### config.mk
export PLATFORM = sky130hd
export DESIGN_NAME = round_robin_dispatcher_flat
export DESIGN_NICKNAME = d
export VERILOG_FILES = /design/src/rtl/rrd_pkg.sv /design/src/rtl/rrd_req_if.sv /design/src/rtl/rrd_rsp_if.sv /design/src/rtl/rrd_ram.sv /design/src/rtl/rrd_ctrl.sv /design/src/rtl/rrd_datapath.sv /design/src/rtl/round_robin_dispatcher.sv /design/src/flat_wrapper.sv
export SDC_FILE = /design/constraint.sdc
export NUM_CORES = 1
export LEC_CHECK = 0
export ABC_AREA = 0
export ABC_CLOCK_PERIOD_IN_PS = 13800
export BUFFER_PORTS_ARGS = -buffer_cell sky130_fd_sc_hd__buf_2
export CAP_MARGIN = 20
export CORE_ASPECT_RATIO = 1.4
export CORE_MARGIN = 4
export CORE_UTILIZATION = 55
export DETAILED_ROUTE_END_ITERATION = 12
export PLACE_DENSITY = 0.81
export SLEW_MARGIN = 20
export SYNTH_ARGS = -nofsm -noshare
export SYNTH_HDL_FRONTEND = slang
export SYNTH_SLANG_ARGS = --single-unit
export TNS_END_PERCENT = 30
### constraint.sdc
create_clock -name clk -period 13.8 [get_ports clk]
set_clock_uncertainty 0.1 [all_clocks]
set_input_delay 2.76 -clock clk [delete_from_list [all_inputs] [get_ports clk]]
set_output_delay 2.76 -clock clk [all_outputs]
set_load 0.005 [all_outputs]
### src/rtl/rrd_pkg.sv
// shared constants, codes and control structs of the round-robin dispatcher
`timescale 1ns / 1ps

package rrd_pkg;

    localparam int MAX_PROCESSES = 16;
    localparam int IDX_W         = $clog2(MAX_PROCESSES);
    localparam int CNT_W         = $clog2(MAX_PROCESSES + 1);

    localparam int DATA_W        = 16;
    localparam int TIME_W        = 32;
    localparam int SLOT_W        = 4;
    localparam int PCOUNT_W      = 5;
    localparam int KIND_W        = 2;
    localparam int CFG_IDX_W     = 1;

    localparam logic [0:0] MODE_LOAD     = 1'b0;
    localparam logic [0:0] MODE_DISPATCH = 1'b1;

    localparam logic [CFG_IDX_W-1:0] CFG_QUANTUM = 1'b0;
    localparam logic [CFG_IDX_W-1:0] CFG_PCOUNT  = 1'b1;

    typedef enum logic [KIND_W-1:0] {
        KIND_LOADED     = 2'd0,
        KIND_DISPATCHED = 2'd1,
        KIND_IDLE_TICK  = 2'd2,
        KIND_ALL_DONE   = 2'd3
    } kind_t;

    // commands from the controller to the datapath
    typedef struct packed {
        logic take;
        logic probe;
        logic scan;
        logic serve;
        logic emit;
    } ctrl_cmd_t;

    // status from the datapath to the controller
    typedef struct packed {
        logic item_load;
        logic hit;
        logic scan_last;
        logic out_free;
    } ctrl_sts_t;

endpackage

### src/rtl/rrd_req_if.sv
// request channel: one table load or dispatch transaction
`timescale 1ns / 1ps

interface rrd_req_if;
    logic                        valid;
    logic                        ready;
    logic [0:0]                  mode;
    logic [rrd_pkg::SLOT_W-1:0]  slot;
    logic [rrd_pkg::DATA_W-1:0]  arrival;
    logic [rrd_pkg::DATA_W-1:0]  burst;

    modport source (output valid, output mode, output slot, output arrival, output burst,
                    input ready);
    modport sink   (input valid, input mode, input slot, input arrival, input burst,
                    output ready);
endinterface

### src/rtl/rrd_rsp_if.sv
// response channel: one result transaction per request
`timescale 1ns / 1ps

interface rrd_rsp_if;
    logic                        valid;
    logic                        ready;
    logic [rrd_pkg::KIND_W-1:0]  kind;
    logic [rrd_pkg::SLOT_W-1:0]  served_slot;
    logic [rrd_pkg::DATA_W-1:0]  slice_length;
    logic [rrd_pkg::TIME_W-1:0]  slice_start;
    logic [rrd_pkg::TIME_W-1:0]  slice_stop;
    logic                        new_segment;

    modport source (output valid, output kind, output served_slot, output slice_length,
                    output slice_start, output slice_stop, output new_segment,
                    input ready);
    modport sink   (input valid, input kind, input served_slot, input slice_length,
                    input slice_start, input slice_stop, input new_segment,
                    output ready);
endinterface

### src/rtl/rrd_ram.sv
// generic simple dual-port ram with registered read
`timescale 1ns / 1ps

module rrd_ram #(
    parameter int WIDTH = 16,
    parameter int DEPTH = 16
) (
    input  logic                     clk,
    input  logic                     we,
    input  logic [$clog2(DEPTH)-1:0] waddr,
    input  logic [WIDTH-1:0]         wdata,
    input  logic [$clog2(DEPTH)-1:0] raddr,
    output logic [WIDTH-1:0]         rdata
);

    logic [WIDTH-1:0] mem_reg [DEPTH];
    logic [WIDTH-1:0] rdata_reg;

    always_ff @(posedge clk)
    begin
        if (we)
        begin
            mem_reg[waddr] <= wdata;
        end
        rdata_reg <= mem_reg[raddr];
    end

    assign rdata = rdata_reg;

endmodule

### src/rtl/rrd_ctrl.sv
// sequencing state machine: take, probe, scan, serve, emit
`timescale 1ns / 1ps

module rrd_ctrl (
    input  logic               clk,
    input  logic               rst_n,
    input  logic               in_valid,
    input  rrd_pkg::ctrl_sts_t sts,
    output logic               in_ready,
    output rrd_pkg::ctrl_cmd_t cmd
);

    typedef enum logic [2:0] {
        ST_IDLE,
        ST_PROBE,
        ST_SCAN,
        ST_SERVE,
        ST_EMIT
    } state_t;

    state_t state_reg;
    state_t state_next;

    always_comb
    begin
        cmd        = '0;
        state_next = state_reg;
        in_ready   = (state_reg == ST_IDLE);
        unique case (state_reg)
            ST_IDLE:
            begin
                if (in_valid)
                begin
                    cmd.take   = 1'b1;
                    state_next = sts.item_load ? ST_EMIT : ST_PROBE;
                end
            end
            ST_PROBE:
            begin
                cmd.probe  = 1'b1;
                state_next = ST_SCAN;
            end
            ST_SCAN:
            begin
                cmd.scan = 1'b1;
                if (sts.hit)
                begin
                    state_next = ST_SERVE;
                end
                else if (sts.scan_last)
                begin
                    state_next = ST_EMIT;
                end
            end
            ST_SERVE:
            begin
                cmd.serve  = 1'b1;
                state_next = ST_EMIT;
            end
            ST_EMIT:
            begin
                if (sts.out_free)
                begin
                    cmd.emit   = 1'b1;
                    state_next = ST_IDLE;
                end
            end
            default:
            begin
                state_next = ST_IDLE;
            end
        endcase
    end

    always_ff @(posedge clk or negedge rst_n)
    begin
        if (!rst_n)
        begin
            state_reg <= ST_IDLE;
        end
        else
        begin
            state_reg <= state_next;
        end
    end

endmodule

### src/rtl/rrd_datapath.sv
// process tables, scheduler state, scan logic, result and output registers
`timescale 1ns / 1ps

module rrd_datapath (
    input  logic                                clk,
    input  logic                                rst_n,
    input  rrd_pkg::ctrl_cmd_t                  cmd,
    output rrd_pkg::ctrl_sts_t                  sts,
    input  logic                                cfg_we,
    input  logic [rrd_pkg::CFG_IDX_W-1:0]       cfg_index,
    input  logic [rrd_pkg::DATA_W-1:0]          cfg_data,
    input  logic [0:0]                          req_mode,
    input  logic [rrd_pkg::SLOT_W-1:0]          req_slot,
    input  logic [rrd_pkg::DATA_W-1:0]          req_arrival,
    input  logic [rrd_pkg::DATA_W-1:0]          req_burst,
    input  logic                                rsp_ready,
    output logic                                rsp_valid,
    output logic [rrd_pkg::KIND_W-1:0]          rsp_kind,
    output logic [rrd_pkg::SLOT_W-1:0]          rsp_served_slot,
    output logic [rrd_pkg::DATA_W-1:0]          rsp_slice_length,
    output logic [rrd_pkg::TIME_W-1:0]          rsp_slice_start,
    output logic [rrd_pkg::TIME_W-1:0]          rsp_slice_stop,
    output logic                                rsp_new_segment
);

    localparam int IDX_W  = rrd_pkg::IDX_W;
    localparam int CNT_W  = rrd_pkg::CNT_W;
    localparam int DATA_W = rrd_pkg::DATA_W;
    localparam int TIME_W = rrd_pkg::TIME_W;
    localparam int MAXP   = rrd_pkg::MAX_PROCESSES;

    // configuration and scheduler state
    logic [DATA_W-1:0]            quantum_reg;
    logic [rrd_pkg::PCOUNT_W-1:0] pcount_reg;
    logic [TIME_W-1:0]            time_reg;
    logic [IDX_W-1:0]             sstart_reg;
    logic [IDX_W-1:0]             last_reg;
    logic                         has_served_reg;
    logic [MAXP-1:0]              rem_vld_reg;
    logic                         out_valid_reg;

    // scan working registers
    logic                         rd_vld_reg;
    logic [IDX_W-1:0]             k_reg;
    logic [CNT_W-1:0]             i_reg;
    logic                         any_reg;
    logic [IDX_W-1:0]             found_reg;
    logic [DATA_W-1:0]            rem_hit_reg;

    // pending result and output registers
    rrd_pkg::kind_t               res_kind_reg;
    logic [rrd_pkg::SLOT_W-1:0]   res_slot_reg;
    logic [DATA_W-1:0]            res_slice_reg;
    logic [TIME_W-1:0]            res_start_reg;
    logic [TIME_W-1:0]            res_end_reg;
    logic                         res_seg_reg;
    rrd_pkg::kind_t               out_kind_reg;
    logic [rrd_pkg::SLOT_W-1:0]   out_slot_reg;
    logic [DATA_W-1:0]            out_slice_reg;
    logic [TIME_W-1:0]            out_start_reg;
    logic [TIME_W-1:0]            out_end_reg;
    logic                         out_seg_reg;

    logic [CNT_W-1:0]             cnt;
    logic [IDX_W-1:0]             pos0;
    logic [IDX_W-1:0]             pos;
    logic [IDX_W-1:0]             k_step;
    logic [IDX_W-1:0]             raddr;
    logic [IDX_W-1:0]             waddr;
    logic                         slot_ok;
    logic                         load_wr;
    logic                         rem_we;
    logic [DATA_W-1:0]            rem_wdata;
    logic [DATA_W-1:0]            arr_rdata;
    logic [DATA_W-1:0]            rem_rdata;
    logic [DATA_W-1:0]            rem_cur;
    logic                         arrived;
    logic                         hit;
    logic                         scan_last;
    logic [DATA_W-1:0]            q_eff;
    logic [DATA_W-1:0]            charge;
    logic [TIME_W:0]              serve_sum;
    logic [TIME_W-1:0]            serve_end;
    logic [TIME_W-1:0]            tick_end;
    logic [IDX_W-1:0]             next_start;

    // entries in use, clamped to one..MAX_PROCESSES
    always_comb
    begin
        priority if (pcount_reg == '0)
        begin
            cnt = CNT_W'(1);
        end
        else if (32'(pcount_reg) > 32'(MAXP))
        begin
            cnt = CNT_W'(MAXP);
        end
        else
        begin
            cnt = CNT_W'(pcount_reg);
        end
    end

    assign pos0      = (CNT_W'(sstart_reg) < cnt) ? sstart_reg : '0;
    assign pos       = (TIME_W'(arr_rdata) > time_reg) ? '0 : k_reg;
    assign k_step    = ((CNT_W'(k_reg) + CNT_W'(1)) == cnt) ? '0 : k_reg + IDX_W'(1);
    assign slot_ok   = (32'(req_slot) < 32'(MAXP));
    assign load_wr   = cmd.take && (req_mode == rrd_pkg::MODE_LOAD) && slot_ok;

    assign rem_cur   = rd_vld_reg ? rem_rdata : '0;
    assign arrived   = (TIME_W'(arr_rdata) <= time_reg);
    assign hit       = arrived && (rem_cur != '0);
    assign scan_last = (i_reg == (cnt - CNT_W'(1)));

    assign q_eff     = (quantum_reg == '0) ? DATA_W'(1) : quantum_reg;
    assign charge    = (rem_hit_reg < q_eff) ? rem_hit_reg : q_eff;
    assign serve_sum = {1'b0, time_reg} + (TIME_W + 1)'(charge);
    assign serve_end = serve_sum[TIME_W] ? '1 : serve_sum[TIME_W-1:0];
    assign tick_end  = (time_reg == '1) ? time_reg : time_reg + TIME_W'(1);
    assign next_start = ((CNT_W'(found_reg) + CNT_W'(1)) >= cnt) ? '0
                                                                : found_reg + IDX_W'(1);

    // read address: start entry on take, search base on probe, next entry on scan
    always_comb
    begin
        priority if (cmd.take)
        begin
            raddr = pos0;
        end
        else if (cmd.probe)
        begin
            raddr = pos;
        end
        else if (cmd.scan)
        begin
            raddr = k_step;
        end
        else
        begin
            raddr = k_reg;
        end
    end

    assign rem_we    = load_wr || cmd.serve;
    assign waddr     = cmd.serve ? found_reg : IDX_W'(req_slot);
    assign rem_wdata = cmd.serve ? (rem_hit_reg - charge) : req_burst;

    rrd_ram #(
        .WIDTH (DATA_W),
        .DEPTH (MAXP)
    ) u_arrival_ram (
        .clk   (clk),
        .we    (load_wr),
        .waddr (waddr),
        .wdata (req_arrival),
        .raddr (raddr),
        .rdata (arr_rdata)
    );

    rrd_ram #(
        .WIDTH (DATA_W),
        .DEPTH (MAXP)
    ) u_remaining_ram (
        .clk   (clk),
        .we    (rem_we),
        .waddr (waddr),
        .wdata (rem_wdata),
        .raddr (raddr),
        .rdata (rem_rdata)
    );

    assign sts.item_load = (req_mode == rrd_pkg::MODE_LOAD);
    assign sts.hit       = hit;
    assign sts.scan_last = scan_last;
    assign sts.out_free  = !out_valid_reg || rsp_ready;

    // control state
    always_ff @(posedge clk or negedge rst_n)
    begin
        if (!rst_n)
        begin
            quantum_reg    <= DATA_W'(1);
            pcount_reg     <= rrd_pkg::PCOUNT_W'(16);
            time_reg       <= '0;
            sstart_reg     <= '0;
            last_reg       <= '0;
            has_served_reg <= 1'b0;
            rem_vld_reg    <= '0;
            out_valid_reg  <= 1'b0;
        end
        else
        begin
            if (cfg_we)
            begin
                unique case (cfg_index)
                    rrd_pkg::CFG_QUANTUM: quantum_reg <= cfg_data;
                    rrd_pkg::CFG_PCOUNT:  pcount_reg  <= cfg_data[rrd_pkg::PCOUNT_W-1:0];
                endcase
            end
            if (rem_we)
            begin
                rem_vld_reg[waddr] <= 1'b1;
            end
            if (cmd.scan && !hit && scan_last && (any_reg || rem_cur != '0))
            begin
                time_reg       <= tick_end;
                has_served_reg <= 1'b0;
            end
            if (cmd.serve)
            begin
                time_reg       <= serve_end;
                last_reg       <= found_reg;
                has_served_reg <= 1'b1;
                sstart_reg     <= next_start;
            end
            if (cmd.emit)
            begin
                out_valid_reg <= 1'b1;
            end
            else if (rsp_ready)
            begin
                out_valid_reg <= 1'b0;
            end
        end
    end

    // scan and result payload
    always_ff @(posedge clk)
    begin
        rd_vld_reg <= rem_vld_reg[raddr];
        if (cmd.take)
        begin
            k_reg         <= pos0;
            res_kind_reg  <= rrd_pkg::KIND_LOADED;
            res_slot_reg  <= '0;
            res_slice_reg <= '0;
            res_start_reg <= '0;
            res_end_reg   <= '0;
            res_seg_reg   <= 1'b0;
        end
        if (cmd.probe)
        begin
            k_reg   <= pos;
            i_reg   <= '0;
            any_reg <= 1'b0;
        end
        if (cmd.scan)
        begin
            any_reg <= any_reg || (rem_cur != '0);
            if (hit)
            begin
                found_reg   <= k_reg;
                rem_hit_reg <= rem_cur;
            end
            else if (scan_last)
            begin
                res_slot_reg  <= '0;
                res_seg_reg   <= 1'b0;
                res_start_reg <= time_reg;
                if (any_reg || rem_cur != '0)
                begin
                    res_kind_reg  <= rrd_pkg::KIND_IDLE_TICK;
                    res_slice_reg <= DATA_W'(tick_end - time_reg);
                    res_end_reg   <= tick_end;
                end
                else
                begin
                    res_kind_reg  <= rrd_pkg::KIND_ALL_DONE;
                    res_slice_reg <= '0;
                    res_end_reg   <= time_reg;
                end
            end
            else
            begin
                k_reg <= k_step;
                i_reg <= i_reg + CNT_W'(1);
            end
        end
        if (cmd.serve)
        begin
            res_kind_reg  <= rrd_pkg::KIND_DISPATCHED;
            res_slot_reg  <= rrd_pkg::SLOT_W'(found_reg);
            res_slice_reg <= charge;
            res_start_reg <= time_reg;
            res_end_reg   <= serve_end;
            res_seg_reg   <= !has_served_reg || (found_reg != last_reg);
        end
        if (cmd.emit)
        begin
            out_kind_reg  <= res_kind_reg;
            out_slot_reg  <= res_slot_reg;
            out_slice_reg <= res_slice_reg;
            out_start_reg <= res_start_reg;
            out_end_reg   <= res_end_reg;
            out_seg_reg   <= res_seg_reg;
        end
    end

    assign rsp_valid        = out_valid_reg;
    assign rsp_kind         = out_kind_reg;
    assign rsp_served_slot  = out_slot_reg;
    assign rsp_slice_length = out_slice_reg;
    assign rsp_slice_start  = out_start_reg;
    assign rsp_slice_stop   = out_end_reg;
    assign rsp_new_segment  = out_seg_reg;

endmodule

### src/rtl/round_robin_dispatcher.sv
// top level of the round-robin time-slice dispatcher
// sequence: a load is taken and then emitted; a dispatch is taken, probes its start entry,
//   scans entries, one per cycle, at most 16, serves when an entry is found, then emits
// one transaction at a time: no new request until its result is emitted, and the emit
//   waits while the sink holds off; reset: rst_n asynchronous, active low, clears time,
//   pointers and remaining work at once through per-entry valid bits, quantum 1, count 16
`timescale 1ns / 1ps

module round_robin_dispatcher (
    input  logic                          clk,
    input  logic                          rst_n,
    rrd_req_if.sink                       req,
    rrd_rsp_if.source                     rsp,
    input  logic                          cfg_we,
    input  logic [rrd_pkg::CFG_IDX_W-1:0] cfg_index,
    input  logic [rrd_pkg::DATA_W-1:0]    cfg_data
);

    // command and status between sequencer and datapath
    rrd_pkg::ctrl_cmd_t cmd;
    rrd_pkg::ctrl_sts_t sts;

    // sequencer: idle -> probe start entry -> scan entries -> serve if hit -> emit; loads skip to emit
    rrd_ctrl u_ctrl (
        .clk      (clk),
        .rst_n    (rst_n),
        .in_valid (req.valid),
        .sts      (sts),
        .in_ready (req.ready),
        .cmd      (cmd)
    );

    // tables, time keeping, scan compare and the output register
    rrd_datapath u_datapath (
        .clk              (clk),
        .rst_n            (rst_n),
        .cmd              (cmd),
        .sts              (sts),
        .cfg_we           (cfg_we),
        .cfg_index        (cfg_index),
        .cfg_data         (cfg_data),
        .req_mode         (req.mode),
        .req_slot         (req.slot),
        .req_arrival      (req.arrival),
        .req_burst        (req.burst),
        .rsp_ready        (rsp.ready),
        .rsp_valid        (rsp.valid),
        .rsp_kind         (rsp.kind),
        .rsp_served_slot  (rsp.served_slot),
        .rsp_slice_length (rsp.slice_length),
        .rsp_slice_start  (rsp.slice_start),
        .rsp_slice_stop   (rsp.slice_stop),
        .rsp_new_segment  (rsp.new_segment)
    );

endmodule

### src/flat_wrapper.sv
// flat-port wrapper written by rule: the top's interface ports become plain ports
module round_robin_dispatcher_flat 
  (clk, rst_n, cfg_we, cfg_index, cfg_data, req_valid, req_mode, req_slot, req_arrival, req_burst, req_ready, rsp_valid, rsp_kind, rsp_served_slot, rsp_slice_length, rsp_slice_start, rsp_slice_stop, rsp_new_segment, rsp_ready);
  rrd_req_if req_i ();
  rrd_rsp_if rsp_i ();
  input  logic clk;
  input  logic rst_n;
  input  logic cfg_we;
  input  logic [rrd_pkg::CFG_IDX_W-1:0] cfg_index;
  input  logic [rrd_pkg::DATA_W-1:0] cfg_data;
  input wire logic [$bits(req_i.valid)-1:0] req_valid;
  input wire logic [$bits(req_i.mode)-1:0] req_mode;
  input wire logic [$bits(req_i.slot)-1:0] req_slot;
  input wire logic [$bits(req_i.arrival)-1:0] req_arrival;
  input wire logic [$bits(req_i.burst)-1:0] req_burst;
  output wire logic [$bits(req_i.ready)-1:0] req_ready;
  output wire logic [$bits(rsp_i.valid)-1:0] rsp_valid;
  output wire logic [$bits(rsp_i.kind)-1:0] rsp_kind;
  output wire logic [$bits(rsp_i.served_slot)-1:0] rsp_served_slot;
  output wire logic [$bits(rsp_i.slice_length)-1:0] rsp_slice_length;
  output wire logic [$bits(rsp_i.slice_start)-1:0] rsp_slice_start;
  output wire logic [$bits(rsp_i.slice_stop)-1:0] rsp_slice_stop;
  output wire logic [$bits(rsp_i.new_segment)-1:0] rsp_new_segment;
  input wire logic [$bits(rsp_i.ready)-1:0] rsp_ready;
  assign req_i.valid = req_valid;
  assign req_i.mode = req_mode;
  assign req_i.slot = req_slot;
  assign req_i.arrival = req_arrival;
  assign req_i.burst = req_burst;
  assign req_ready = req_i.ready;
  assign rsp_valid = rsp_i.valid;
  assign rsp_kind = rsp_i.kind;
  assign rsp_served_slot = rsp_i.served_slot;
  assign rsp_slice_length = rsp_i.slice_length;
  assign rsp_slice_start = rsp_i.slice_start;
  assign rsp_slice_stop = rsp_i.slice_stop;
  assign rsp_new_segment = rsp_i.new_segment;
  assign rsp_i.ready = rsp_ready;
  round_robin_dispatcher u_core (.clk(clk), .rst_n(rst_n), .req(req_i), .rsp(rsp_i), .cfg_we(cfg_we), .cfg_index(cfg_index), .cfg_data(cfg_data));
endmodule
Yosys cells after proc, flatten, opt, wreduce, memory -nomap -nowiden:

Memory sizes are Yosys's and may differ from the RTL's. A register that Yosys moved wholly into a read port is not among the register bits.
Index checks and enable logic that the tools add are counted.

* order comparisons: 9
* $add $sub $neg: 10
* reduce and logical (&&, ||, !) cells: 24
* multiplexer cells: 86
* equality and inequality tests: 11
* bitwise gates (word level): 3

Operator list (count)
* 32-bit two-way mux: 15
* 16-bit two-way mux: 10
* 4-bit two-way mux: 18
* 32-bit by 16-bit adder with 33-bit output: 1
* 32-bit by 1-bit adder with 32-bit output, second input constant: 1
* 32-bit == test, second input constant: 1
* 16-bit by 32-bit greater-than comparator with 1-bit output: 1
* 16-bit by 32-bit less-or-equal comparator with 1-bit output: 1
* 16-bit subtractor: 2
* 5-bit two-way mux: 6
* 1-bit two-way mux: 25
* 16-bit logical NOT: 1
* 16-bit less-than comparator: 1
* 16-bit bitwise OR: 1
* 16-bit nonzero test: 1
* 3-bit two-way mux: 5
* 3-bit one-hot mux with 5 select lines: 1
* 4-bit by 1-bit adder with 5-bit output, second input constant: 2
* 5-bit == test: 2
* 4-bit by 5-bit less-than comparator with 1-bit output, second input constant: 2
* 4-bit by 1-bit adder with 4-bit output, second input constant: 2
* 2-bit two-way mux: 4
* 3-bit by 2-bit == test with 1-bit output, second input constant: 2
* 1-bit logical AND: 6
* 22 further kinds: 32

* memory bits (writable): 512
* memories kept: 2
* word-level logic and storage cells: 172
* output and inout port bits: 89
* input port bits: 59
* bits in registers: 287

Memory list
* u_core.u_datapath.u_arrival_ram.mem_reg: words 16, width 16, rd ports 1, clocked after Yosys merged registers in 1, wr ports 1, RTL line rrd_ram.sv:16 `logic [WIDTH-1:0] mem_reg [DEPTH];`
* u_core.u_datapath.u_remaining_ram.mem_reg: words 16, width 16, rd ports 1, clocked after Yosys merged registers in 1, wr ports 1, RTL line rrd_ram.sv:16

Logic depth before layout (Yosys ltp):

* depth in word-level cells: 10
* mapped depth: 24
* gate-level depth less buffers: 21

Hierarchy:

A second synthesis with hierarchy kept.

* cells, all modules: 2496
* area total of the unflattened synthesis: 35736.8 um^2

Modules (own cells, without submodules)
* rrd_datapath: times used 1, area each 15468.6 um^2, seq. area each 7164.4 um^2, cells each 1610
* rrd_ram (u_core.u_datapath.u_remaining_ram): times used 1, area each 10043.4 um^2, seq. area each 8007.7 um^2, cells each 432
* rrd_ram (u_core.u_datapath.u_arrival_ram): times used 1, area each 10042.1 um^2, seq. area each 8007.7 um^2, cells each 432
* rrd_ctrl: times used 1, area each 182.7 um^2, seq. area each 75.1 um^2, cells each 22

Worst setup path before layout:

OpenSTA, ideal clock, no wires.

* kind: input port to flip-flop
* from: in rsp_ready
* to: reg u_core.u_datapath.out_kind_reg[0] (netlist: u_core.u_datapath.rsp_kind[0]) (enable)
* arrival: 4.959 ns
* path buffers: 0
* library setup time: 0.456 ns
* cell stages on the path: 2
* slack: 8.285 ns
* data required time: 13.244 ns
* path through: nand2b_1 > and3_1

RTL lines
* from (decl): RTL line flat_wrapper.sv:24 `input wire logic [$bits(rsp_i.ready)-1:0] rsp_ready;`
* to (signal assigned): RTL line rrd_datapath.sv:290 `out_kind_reg <= res_kind_reg;`
* to (decl): RTL line rrd_datapath.sv:57 `rrd_pkg::kind_t out_kind_reg;`

Worst setup path after layout:

* from: reg u_core.u_datapath.rem_hit_reg[9]
* to: reg u_core.u_datapath.res_end_reg[27]

* cells in the longest elaborated chain, start to end: 5

Ends and longest elaborated chain
* from (decl): RTL line rrd_datapath.sv:48 `logic [DATA_W-1:0] rem_hit_reg;`
* from (signal assigned): RTL line rrd_datapath.sv:253 `rem_hit_reg <= rem_cur;`
* 16-bit less-than comparator: RTL line rrd_datapath.sv:116 `assign charge = (rem_hit_reg < q_eff) ? rem_hit_reg : q_eff;`
* 16-bit two-way mux *: RTL line rrd_datapath.sv:116
* 32-bit by 16-bit adder with 33-bit output *: RTL line rrd_datapath.sv:117 `assign serve_sum = {1'b0, time_reg} + (TIME_W + 1)'(charge);`
* 32-bit two-way mux *: RTL line rrd_datapath.sv:118 `assign serve_end = serve_sum[TIME_W] ? '1 : serve_sum[TIME_W-1:0];`
* 32-bit two-way mux *: RTL line rrd_datapath.sv:279 `if (cmd.serve)`
* to (signal assigned): RTL line rrd_datapath.sv:264 `res_end_reg <= tick_end;`
* to (signal assigned): RTL line rrd_datapath.sv:270 `res_end_reg <= time_reg;`
* to (signal assigned): RTL line rrd_datapath.sv:285 `res_end_reg <= serve_end;`
* to (decl): RTL line rrd_datapath.sv:55 `logic [TIME_W-1:0] res_end_reg;`

Every way passes the cells marked *; elsewhere a longest branch is shown, timed or not.
A chain may end at the register's enable or synchronous reset.

==> metrics.yaml <==
run_status:
  status: "completed"
power:
  p_int_uw: 5320
  switchingPower_uw: 3090
  leakage_uw: 0.0150
  p_comb_share_pct: 34.9
  power_density_mw_per_mm2: 206
  power_frac_seq_pct: 39.5
  swShare_pct: 36.7
  ir_drop_mv: 0.198
  clkPwrFrac_pct: 25.6
setup_path:
  critPathCaptureType: "register"
  r2r-start: "u_core.u_datapath.rem_hit_reg[9]"
  path_class: "register to register"
  crit_end: "u_core.u_datapath.res_end_reg[27]"
  rrSetupSlack_ps: 7570
  cp-startpoint: "u_core.u_datapath.rem_hit_reg[9]"
  reg2regPathDepth: 21
  crit_path_max_fanout: 30
  critPathArrivalTime_ps: 6640
  timing.critical_path.required_ps: 14200
  worstReg2RegEnd: "u_core.u_datapath.res_end_reg[27]"
  worst_setup_path_start_kind: "register"
layout:
  fin_nets: 3454
  layout_commonest_cell: "nand2_1"
  drive_above_1_share_pct: 13.3
  final_cells: 4216
  final_cell_mix: "nand2_1 (685), edfxtp_1 (620), nand3_1 (213), buf_2 (146), a21oi_1 (144)"
  area_delta_synth_final_pct: 11.5
clock_network:
  cts_buffer_depth: 3
  cts_setup_buffers: 0
  hold_buffers: 0
  cts_sinks: 831
  cts_root_buffer: "clkbuf_16"
  path_clk_slew_ps: 70
  cts_resized: 0
  clk_latency_ps: 650
  cts_tree: "built"
  cts_buffers: 74
  h-tree-depth: 3
floorplanning:
  die_x_um: 226
  die-area_mm2: 0.0707
  initial_core_util_pct: 55.6
  core_mm2: 0.0657
  die_h_um: 313
  ios: 148
  rows: 111
global_routing:
  grt.overflow.total: 0
  first_global_vias: 25300
  grt_use_total_pct: 26.9
  antenna_found_initial: 5
  grt_pass1_wl_mm: 146
  grt_max_degree: 106
timing:
  finalMaxSlewViolations: 0
  final.min_clock_period_ps: 6230
  setup_viol: 0
  max-slew-margin-rel_pct: 25.4
  finalCritPeriodShare_pct: 45.2
  finalHoldViolCount: 0
  tightest_slew_ps: 1110
  timing.fmax_ghz: 0.160
  grt_setup_unrepaired: "false"
  tns_ps: 0
synthesis:
  ys_ff_latch: 831
  synthTopCellsByArea: "edfxtp_1 (51%), dfxtp_1 (7.1%), nand2_1 (7.0%)"
  ys_types: 91
  synth_top_area_share_pct: 51.0
  synth_edf_count: 620
  yosys.area.top_type: "edfxtp_1"
  syn_nets: 3347
  syn_inst: 3195
  syn_avg_cell_area_um2: 11.4
  yosysWarnings: 0
  netlist_area_mm2: 0.0365
  async_flop_share_pct: 9.87
  ys.flop_type: "edfxtp_1"
  ys_seq_area_share_pct: 63.6
route:
  drt_pass1_iterations: 6
  routed_wl_mm: 97.9
  vias_per_cell: 6.24
  drtIter0Drc: 2774
  avgRoutedWirePerCell_um: 23.2
  drc: 0
  drtAntennaViolNets: 0
  vias: 26300
flow_run:
  maxCapViolCount: 0
place:
  routabilityCongestion: 0.952
  numPortBuffers: 147
  dp_hpwl_mm: 59.8
  placed_cells: 4073
worst_hold_path:
  worstHoldPathType: "register to register"
## worst min path at each step
stage                                                   start                                    end  cells past startpoint
final                     u_core.u_datapath.res_start_reg[16]  u_core.u_datapath.rsp_slice_start[16]                      0
after CTS                   u_core.u_datapath.res_end_reg[21]   u_core.u_datapath.rsp_slice_stop[21]                      0
after global routing      u_core.u_datapath.res_start_reg[16]  u_core.u_datapath.rsp_slice_start[16]                      0
after detailed placement  u_core.u_datapath.res_start_reg[12]  u_core.u_datapath.rsp_slice_start[12]                      0
after floorplan                    u_core.u_datapath.k_reg[2]         u_core.u_datapath.found_reg[2]                      0
after global placement      u_core.u_datapath.res_end_reg[11]   u_core.u_datapath.rsp_slice_stop[11]                      0
## cells by family after synthesis
family / synth area share (%)
compound gates: 11.0
xor+xnor: 2.85
fa+ha+maj: 3.25
buf+inv: 3.34
flops: 63.6
mux: 0.493
simple gates: 15.4
## stage by stage
step | total power (uW) | instance area, um2 | utilization (%) | setup slack [ps] | hold slack (ps)
final | 8410 | 40700 | 62.0 | 7570 | 329
after global routing | 8810 | 40700 | 62.0 | 7250 | 337
after CTS | 8390 | 40700 | 62.0 | 7690 | 332
after detailed placement | 6230 | 38200 | 58.1 | 7140 | 313
after global placement | 6150 | 38200 | 58.1 | 7280 | 314
after floorplan | 5380 | 36500 | - | 8280 | 303
## cell usage after synthesis, drive strengths merged (75+ instances only)
master  count
nand2     686
o21ai     156
dfrtp      80
clkbuf     75
buf       124
nor2      135
edfxtp    620
ha         90
a21oi     145
nand3     213
dfxtp     129
xnor2      85
## power groups by stage
stage	sequential, uW	clock [uW]	combinational (uW)
after floorplan	3220	0	2160
after global placement	3350	0	2790
after detailed placement	3360	0	2870
after CTS	3310	2160	2910
after global routing	3340	2260	3210
final	3320	2150	2940
## metal layers
metal / global-route usage (%) / routed length [um]
met1: 32.7 / 34600
met2: 44.4 / 47100
met3: 4.76 / 9400
met4: 17.3 / 6770
met5: 0 / 13
## critical path, cell delays in order (launching register included)
cell	delay (ps)
edfxtp_1	440
ha_1	340
a21o_1	170
a21o_1	170
a211oi_1	250
o21bai_1	110
a21o_1	190
a221oi_2	220
buf_4	320
nor2_1	70
a21oi_1	740
inv_1	100
ha_1	380
and2_1	210
a221oi_2	310
a41oi_1	290
o41a_1	480
o21ai_2	330
or2_2	340
nor2_1	180
a221oi_1	240
o21ai_1	120
## final cells by class
cell class / instances / area, um2
fill: 4815 / 25000
sequential: 831 / 23300
antenna: 6 / 15.0
clock inverter: 39 / 537
clock buffer: 98 / 1990
multi-input combinational: 2094 / 12300
tap: 847 / 1060
inverter: 71 / 267
timing repair buffer: 230 / 1360
No activity file was read; power rests on OpenSTA's default activity.
